File: config.mk
export PLATFORM = sky130hd
export DESIGN_NAME = siov_ram
export DESIGN_NICKNAME = d
export VERILOG_FILES = /design/src/rtl/siov_ram.sv
export SDC_FILE = /design/constraint.sdc
export NUM_CORES = 1
export LEC_CHECK = 0
export ABC_AREA = 1
export BUFFER_PORTS_ARGS = -buffer_cell sky130_fd_sc_hd__clkbuf_2
export CAP_MARGIN = 20
export CORE_AREA = 2 2 134 84
export CTS_BUF_LIST = sky130_fd_sc_hd__clkbuf_8
export DETAILED_ROUTE_END_ITERATION = 8
export DIE_AREA = 0 0 136 86
export GPL_ROUTABILITY_DRIVEN = 0
export PLACE_DENSITY = 0.77
export SLEW_MARGIN = 15
export SYNTH_ARGS = -nofsm -noshare
export SYNTH_HDL_FRONTEND = slang
export SYNTH_SLANG_ARGS = --single-unit
File: constraint.sdc
create_clock -name clock -period 1.12 [get_ports clock]
set_clock_uncertainty 0.15 [all_clocks]
set_input_delay 0.112 -clock clock [delete_from_list [all_inputs] [get_ports clock]]
set_output_delay 0.112 -clock clock [all_outputs]
set_load 0.05 [all_outputs]
File: src/rtl/siov_ram.sv
// ----------------------------------------------------------------------------
// siov_ram
// Generic single-clock RAM, one write port and one registered read port.
// ----------------------------------------------------------------------------
module siov_ram #(
   parameter int WIDTH = 8,
   parameter int DEPTH = 16,
   parameter int AW    = (DEPTH > 1) ? $clog2(DEPTH) : 1
) (
   input  logic             clock,
   input  logic             wr_en,
   input  logic [AW-1:0]    wr_addr,
   input  logic [WIDTH-1:0] wr_data,
   input  logic             rd_en,
   input  logic [AW-1:0]    rd_addr,
   output logic [WIDTH-1:0] rd_data
);

   logic [WIDTH-1:0] mem [DEPTH];
   logic [WIDTH-1:0] rd_data_ff;

   always_ff @(posedge clock) begin
      if (wr_en) begin
         mem[wr_addr] <= wr_data;
      end
      if (rd_en) begin
         rd_data_ff <= mem[rd_addr];
      end
   end

   assign rd_data = rd_data_ff;

endmodule
==> results of run 1 <==
[cells by family (layout without fill, tap and decap cells)]
family	Yosys count	in the layout	synth area share, %
buffers and inverters	126	194	9.39
DFF	136	136	69.8
and+or+nand+nor	289	289	20.8
[timing repair]
action	4_1_cts	5_1_grt
endpoints found under the hold margin	56	0
endpoints found under the setup margin	16	16
resized for setup	48	30
pin swaps	40	26
hold buffers	4	0
gates cloned	0	0
[report_power, final]
group	total [uW]	switching, uW	internal (uW)
Sequential	5770	38.2	5730
Clock	3890	1770	2120
Combinational	995	660	334
[metrics by stage]
step | cells | TNS, ps | hold slack [ps]
after detailed placement | 724 | -17920 | 372
final | 758 | -2260 | 35.6
after global routing | 758 | -2890 | 38.5
after CTS | 758 | -2230 | 8.70
after global placement | 724 | -12690 | 368
after floorplan | 551 | -7400 | 60.9
[cell usage in the layout, fill, tap and decap left out, drive strengths merged]
cell,netlist,layout
clkinvlp,0,2
clkinv,0,6
nand3,97,97
buf,24,35
nand3b,2,2
inv,102,104
bufinv,0,3
nor2,17,17
clkbuf,0,40
nand2,173,173
edfxtp,136,136
dlygate4sd3,0,4
[worst paths after layout]
| check | startpoint | end | slack (ps) |
|---|---|---|---|
| max reg2reg | mem[5][3] | rd_data[3] | -160 |
| min | wr_data[0] | mem[5][0] | 40 |
| min reg2reg | mem[10][0] | rd_data[0] | 630 |
| max | rd_data[6] | rd_data[6] | -220 |
[metal layers]
| layer | track usage, % | routed length [microns] | up-vias |
|---|---|---|---|
| met5 | 0 | 0 | - |
| met4 | 9.38 | 257 | 0 |
| met3 | 6.56 | 1450 | 24 |
| met2 | 36.4 | 6210 | 226 |
| met1 | 37.0 | 6190 | 1967 |
| li1 | - | - | 1890 |
[cell type report]
cell class | instances | share of cell area [%]
Sequential cell | 136 | 57.2
Multi-Input combinational cell | 289 | 21.1
Timing Repair Buffer | 62 | 8.71
Inverter | 102 | 5.36
Clock buffer | 17 | 3.28
Tap cell | 139 | 2.43
Clock inverter | 13 | 1.96
[registers in the layout, indices dropped and copies added (netlist names)]
register / flops
rd_data: 8
mem: 128
==> flow_summary.ini, run 1 <==
[drt]
wl_per_cell_microns = 18.6
vias = 4107
drtAntennaViolNets = 0
drc_errors = 0
dr.pass1.iters = 5
wirelength_mm = 14.1
avgViaCountPerCell = 5.42
drt_iter0_markers = 546

[yosys]
ys_ff_latch = 136
yosys_most_used_dff = edfxtp_1
ys_warn_count = 0
netlist.top_cell.by_area = edfxtp_1
avgSynthCellArea_sq_um = 10.6
async_reset_ff_share_pct = 0
synth_common_cells = 173 x nand2_1, 136 x edfxtp_1, 100 x inv_1, 97 x nand3_1, 17 x nor2_1
syn_area_sq_um = 5850
synth_edf_count = 136
synth.area.top_cells = edfxtp_1 70%, nand2_1 11%, nand3_1 8.3%
synth-seq-area-share_pct = 69.8
synth_top_area_share_pct = 69.8
synth_nets = 570
yosysUniqueCellTypes = 11
syn-instance-count = 551
synth_most_common_cell = nand2_1

[timing]
hold_violations = 0
period_minus_slack_ps = 1340
finalCritPeriodShare_pct = 119
setup_viol_count_final = 16
slew_headroom_pct = 68.1
slew_violations = 0
layout_setup_ws_ps = -215
max_freq_mhz = 749
tightest_slew_ps = 477
rsz0062_at_grt = yes

[clocking]
cts_max_path_buffers = 2
cts-buffers-inserted = 17
clock_latency_ps = 440
postCtsSetupBuffers = 0
cts_tree = done
cts.sinks = 136
clockRootBuffer = clkbuf_8
clkTransAtPathRegs_ps = 70
htree_levels = 4

[worst_setup_path]
start_kind = flop
cpPeakStageDelay_ps = 450
critical_path_depth = 1
crit_slowest_cell = edfxtp_1
crit_fanout = 1
required_ps = 860
cp.arrival_ps = 1070
crit_path_cell_trace = buf_8
crit_buf_inv = 1
worstRegToRegCells = 6
crit_type = flop to output port
cp-end-kind = output port
path_delay_family = flip-flops

[placed_design]
place_hpwl_mm = 8.75
pre_cts_slack_ps = -334
numPortBuffers = 26
placedInstanceArea_sq_um = 6380

[final_layout]
multiInputGateArea_sq_um = 1510
ff_latch_area_sq_um = 4080
fillers = 763
final_util_pct = 68.8
drive_above_1_share_pct = 24.4
final_area_sq_um = 7140
final_nets = 627
diodes = 0
area_delta_synth_final_pct = 22.2

[grt]
antenna_found_initial = 0
grt_pass1_wl_mm = 21.1
gr-total-overflow = 0
grt_pass1_vias = 3782
grt_use_total_pct = 25.2
grt_max_degree = 51

[floorplanning]
io_pins = 27
start_util_pct = 56.3
die_y_microns = 86
rows = 29
die_w_microns = 136
die-area_sq_um = 11700
core_sq_um = 10400

[power]
p_per_area_nw_per_um2 = 1490
leakagePower_uw = 0.00308
ir_drop_mv = 1.37
total_power_uw = 10700

[hold_path]
hold_path.class = primary input to flop
hold_path_depth = 1

[run_status]
violations = negative setup slack
outcome = complete, but fails checks

[job]
drv_cap = 0
No activity file was read; power rests on OpenSTA's default activity.
==> inputs of run 2 (changes only) <==
--- a/config.mk
+++ b/config.mk
@@ -8,12 +8,12 @@
 export ABC_AREA = 1
 export BUFFER_PORTS_ARGS = -buffer_cell sky130_fd_sc_hd__clkbuf_2
 export CAP_MARGIN = 20
-export CORE_AREA = 2 2 134 84
+export CORE_AREA = 2 2 94 119
 export CTS_BUF_LIST = sky130_fd_sc_hd__clkbuf_8
 export DETAILED_ROUTE_END_ITERATION = 8
-export DIE_AREA = 0 0 136 86
+export DIE_AREA = 0 0 96 121
 export GPL_ROUTABILITY_DRIVEN = 0
-export PLACE_DENSITY = 0.77
+export PLACE_DENSITY = 0.76
 export SLEW_MARGIN = 15
 export SYNTH_ARGS = -nofsm -noshare
 export SYNTH_HDL_FRONTEND = slang
==> flow_summary.ini, run 2 (synthesis results as in run 1) <==
[run_status]
outcome = complete, but fails checks
violations = negative setup slack

[clocking]
clockRootBuffer = clkbuf_8
cts_tree = done
cts-buffers-inserted = 17
clkTransAtPathRegs_ps = 80
postCtsSetupBuffers = 0
cts.sinks = 136
htree_levels = 4
cts_max_path_buffers = 2
clock_latency_ps = 450

[worst_setup_path]
rr_endpoint = rd_data[7]
crit_type = flop to output port
path_delay_family = flip-flops
crit_buf_inv = 1
start_kind = flop
cp-end-kind = output port
worstRegToRegCells = 6
required_ps = 860
r2r_slack_ps = -190
r2r_start = mem[3][7]
crit_fanout = 1
crit_slowest_cell = edfxtp_1
cpPeakStageDelay_ps = 420
crit_path_cell_trace = buf_8
cp.arrival_ps = 1050

[drt]
wl_per_cell_microns = 19.3
drt_iter0_markers = 500
drtAntennaViolNets = 0
vias = 4185
drc_errors = 0
wirelength_mm = 14.6
avgViaCountPerCell = 5.55
dr.pass1.iters = 5

[final_layout]
final_cells = 754
largest_reg_flops = 128
drive_above_1_share_pct = 28.0
final_area_sq_um = 7350
layout_common_cells = 159 x nand2_1, 136 x edfxtp_1, 96 x inv_1
diodes = 0
final_common_cell = nand2_1
final_nets = 628
area_delta_synth_final_pct = 25.7
final_util_pct = 70.3
top_register = mem

[floorplanning]
core_sq_um = 10500
die_w_microns = 96
io_pins = 27
die-area_sq_um = 11600
start_util_pct = 55.9
die_y_microns = 121
rows = 42

[hold_path]
hold_path_depth = 4
hold_path.class = primary input to flop
hold_end = rd_data[0]
min-delay-start = rd_addr[3]

[grt]
grt_pass1_vias = 4167
grt_max_degree = 58
grt_pass1_wl_mm = 21.9
antenna_found_initial = 0
grt_use_total_pct = 26.6
gr-total-overflow = 0

[power]
leakagePower_uw = 0.00317
p_per_area_nw_per_um2 = 1650
total_power_uw = 12200
ir_drop_mv = 1.15

[timing]
tightest_slew_ps = 500
hold_violations = 0
setup_viol_count_final = 16
slew_headroom_pct = 66.6
max_freq_mhz = 764
finalCritPeriodShare_pct = 117
rsz0062_at_grt = yes
period_minus_slack_ps = 1310
slew_violations = 0
layout_setup_ws_ps = -188

[placed_design]
place_hpwl_mm = 8.24
numPortBuffers = 26
placedInstanceArea_sq_um = 6340
placed_cells = 717

[job]
drv_cap = 0
==> run 2: changes by cell type in the layout (fill, tap and decap cells not counted), sizes merged <==
| cell | change |
|---|---|
| inv | -1 |
| dlygate4sd3 | +1 |
| clkbuf | -1 |
| buf | +1 |
| clkinvlp | -2 |
| clkinv | -1 |
| bufinv | +6 |
==> run 2: worst max-delay path by stage <==
stage / from / endpoint / slack, ps / cells past startpoint
after floorplan: wr_addr[2] / mem[10][0] / -90 / 2
after global placement: rd_addr[0] / rd_data[5] / -330 / 7
after detailed placement: rd_addr[0] / rd_data[5] / -360 / 7
after CTS: rd_data[4] / rd_data[4] / -220 / 1
after global routing: rd_data[4] / rd_data[4] / -230 / 1
final: rd_data[4] / rd_data[4] / -190 / 1
==> run 2: cell type report <==
class                           count  area (sq um)
Tap cell                          132           165
Fill cell                         651          3110
Sequential cell                   136          4080
Inverter                          102           383
Clock inverter                     15           304
Clock buffer                       17           234
Timing Repair Buffer               63           608
Multi-Input combinational cell    289          1570
==> run 2: timing repair <==
action | CTS | global route
setup endpoints to repair | 16 | 16
hold endpoints to repair | 52 | 0
pin swaps | 24 | 33
hold buffers | 5 | 0
gates resized for setup | 51 | 48
==> run 2: routing by layer <==
layer,routed length [microns],up-vias,global-route usage [%],part of all wire (%)
met4,596,0,13.7,4.1
li1,-,1897,-,-
met3,1250,49,7.14,8.6
met1,5280,1988,32.5,36
met5,0,-,0,0
met2,7460,251,42.8,51
==> run 2: through the flow <==
stage | hold WS (ps) | setup TNS, ps | worst slack, ps
floorplan | 60.9 | -7400 | -92.8
global placement | 363 | -11620 | -330
detailed placement | 369 | -14170 | -359
CTS | 0.732 | -2470 | -217
global route | 14.7 | -3130 | -228
finish | 29.7 | -2560 | -188
==> run 2: power by group <==
part | internal (uW) | leakage [uW] | total (uW) | switching [uW]
Clock | 3530 | 0.000270 | 5360 | 1840
Sequential | 5730 | 0.00124 | 5770 | 37.7
Combinational | 336 | 0.00167 | 1020 | 686
Total | 9590 | 0.00317 | 12200 | 2560
==> inputs of run 3 (changes only) <==
--- a/config.mk
+++ b/config.mk
@@ -5,13 +5,12 @@
 export SDC_FILE = /design/constraint.sdc
 export NUM_CORES = 1
 export LEC_CHECK = 0
-export ABC_AREA = 1
 export BUFFER_PORTS_ARGS = -buffer_cell sky130_fd_sc_hd__clkbuf_2
 export CAP_MARGIN = 20
-export CORE_AREA = 2 2 94 119
+export CORE_AREA = 2 2 89 113
 export CTS_BUF_LIST = sky130_fd_sc_hd__clkbuf_8
 export DETAILED_ROUTE_END_ITERATION = 8
-export DIE_AREA = 0 0 96 121
+export DIE_AREA = 0 0 91 115
 export GPL_ROUTABILITY_DRIVEN = 0
 export PLACE_DENSITY = 0.76
 export SLEW_MARGIN = 15
==> flow_summary.ini, run 3 <==
[run_status]
outcome = complete, but fails checks
violations = negative setup slack

[final_layout]
largest_reg_flops = 128
fillers = 588
area_delta_synth_final_pct = 27.4
top_register = mem
ff_latch_area_sq_um = 4080
multiInputGateArea_sq_um = 1180
final_common_cell = edfxtp_1
final_util_pct = 70.8
layout_common_cells = 136 x edfxtp_1, 32 x mux4_2, 23 x buf_4
drive_above_1_share_pct = 46.0
final_nets = 334
diodes = 0

[yosys]
yosysUniqueCellTypes = 18
synth_most_common_cell = edfxtp_1
syn-instance-count = 229
synth-seq-area-share_pct = 78.1
synth_edf_count = 136
avgSynthCellArea_sq_um = 22.8
async_reset_ff_share_pct = 0
netlist.top_cell.by_area = edfxtp_1
synth.area.top_cells = edfxtp_1 78%, mux4_2 7.8%, mux4_1 7.0%
synth_top_area_share_pct = 78.1
synth_nets = 248
syn_area_sq_um = 5230
synth_common_cells = 136 x edfxtp_1, 18 x mux4_2, 16 x a22oi_1, 14 x mux4_1, 13 x nor2_1
ys_warn_count = 0
ys_ff_latch = 136
yosys_most_used_dff = edfxtp_1

[drt]
wl_per_cell_microns = 21.6
avgViaCountPerCell = 5.64
drc_errors = 0
vias = 2559
drt_iter0_markers = 238
dr.pass1.iters = 5
drtAntennaViolNets = 0
wirelength_mm = 9.79

[floorplanning]
die_y_microns = 115
io_pins = 27
die-area_sq_um = 10500
core_sq_um = 9410
die_w_microns = 91
start_util_pct = 55.6
rows = 40

[clocking]
cts-buffers-inserted = 17
htree_levels = 4
cts.sinks = 136
cts_max_path_buffers = 2
clockRootBuffer = clkbuf_8
clock_latency_ps = 430
clkTransAtPathRegs_ps = 70
cts_tree = done

[power]
leakagePower_uw = 0.00221
p_per_area_nw_per_um2 = 1580
ir_drop_mv = 0.999

[worst_setup_path]
r2r_start = mem[11][3]
start_kind = flop
crit_type = flop to flop
crit_slowest_cell = mux4_2
cp.arrival_ps = 1590
crit_fanout = 1
crit_buf_inv = 0
path_delay_family = multiplexers
cp-end-kind = flop
startpoint = mem[11][3]
cpPeakStageDelay_ps = 490
crit_path_cell_trace = mux4_2, a22oi_2, nand2_1
required_ps = 1150

[timing]
rsz0062_at_grt = yes
layout_setup_ws_ps = -439
max_freq_mhz = 642
period_minus_slack_ps = 1560
slew_headroom_pct = 40.4
hold_violations = 0
slew_violations = 0
setup_viol_count_final = 16
tightest_slew_ps = 891
finalCritPeriodShare_pct = 139

[placed_design]
place_hpwl_mm = 6.70
pre_cts_slack_ps = -690
numPortBuffers = 26

[grt]
grt_use_total_pct = 21.3
gr-total-overflow = 0
antenna_found_initial = 0
grt_pass1_wl_mm = 15.6
grt_max_degree = 17
grt_pass1_vias = 2775

[hold_path]
hold_path.class = primary input to flop
min-delay-start = wr_addr[1]

[job]
drv_cap = 0
==> run 3: report_power, final <==
group / switching (uW) / total, uW / internal [uW] / leakage (uW)
logic: 434 / 816 / 382 / 0.000775
clock network: 1750 / 3910 / 2160 / 0.000197
registers: 39.4 / 5770 / 5730 / 0.00124
total: 2220 / 10500 / 8280 / 0.00221
==> run 3: kinds of logic (layout without fill, tap and decap cells) <==
group,after synthesis,after routing,share of synthesized area [%]
flops,136,136,78.1
simple gates,35,35,3.14
mux,32,32,14.8
compound gates,16,16,2.30
buf+inv,10,109,1.65
==> run 3: per-layer routing <==
layer | GRT usage, % | vias up | part of all wire (%)
li1 | - | 1139 | -
met1 | 26.2 | 1303 | 38
met2 | 37.1 | 104 | 55
met3 | 5.57 | 13 | 5.5
met4 | 7.58 | 0 | 1.7
met5 | 0 | - | 0
==> run 3: final timing paths <==
path	end	slack [ps]	cells after the start
max reg2reg	rd_data[3]	-440	3
max	rd_data[3]	-440	3
min reg2reg	rd_data[1]	610	3
min	mem[4][4]	120	4
==> run 3: per-stage QoR <==
step                hold slack, ps  instances  total power, uW  area [sq um]  TNS [ps]
finish                         121        454            10500          6660     -4520
global placement               362        413             6600          6080    -37920
CTS                            117        454            10600          6650     -4850
global route                   130        454            10800          6660     -5360
floorplan                     60.9        229             6300          5360    -14190
detailed placement             386        413             6620          6080    -39930
==> run 3: timing repair <==
action,in CTS,in global routing
pin swaps,3,0
endpoints found under the hold margin,136,0
buffers inserted,0,0
gates resized for setup,22,5
hold buffers,9,0
setup endpoints to repair,16,16
cloned,0,0
==> run 3: worst reg2reg max path, stage by stage, from the launching register on <==
cell      delay, ps
edfxtp_1        370
mux4_2          490
a22oi_2         210
nand2_1          90
==> run 3: final cells by class <==
class,count,area share (%)
Clock buffer,17,3.51
Sequential cell,136,61.3
Multi-Input combinational cell,83,17.7
Clock inverter,15,2.40
Tap cell,126,2.37
Timing Repair Buffer,77,12.7
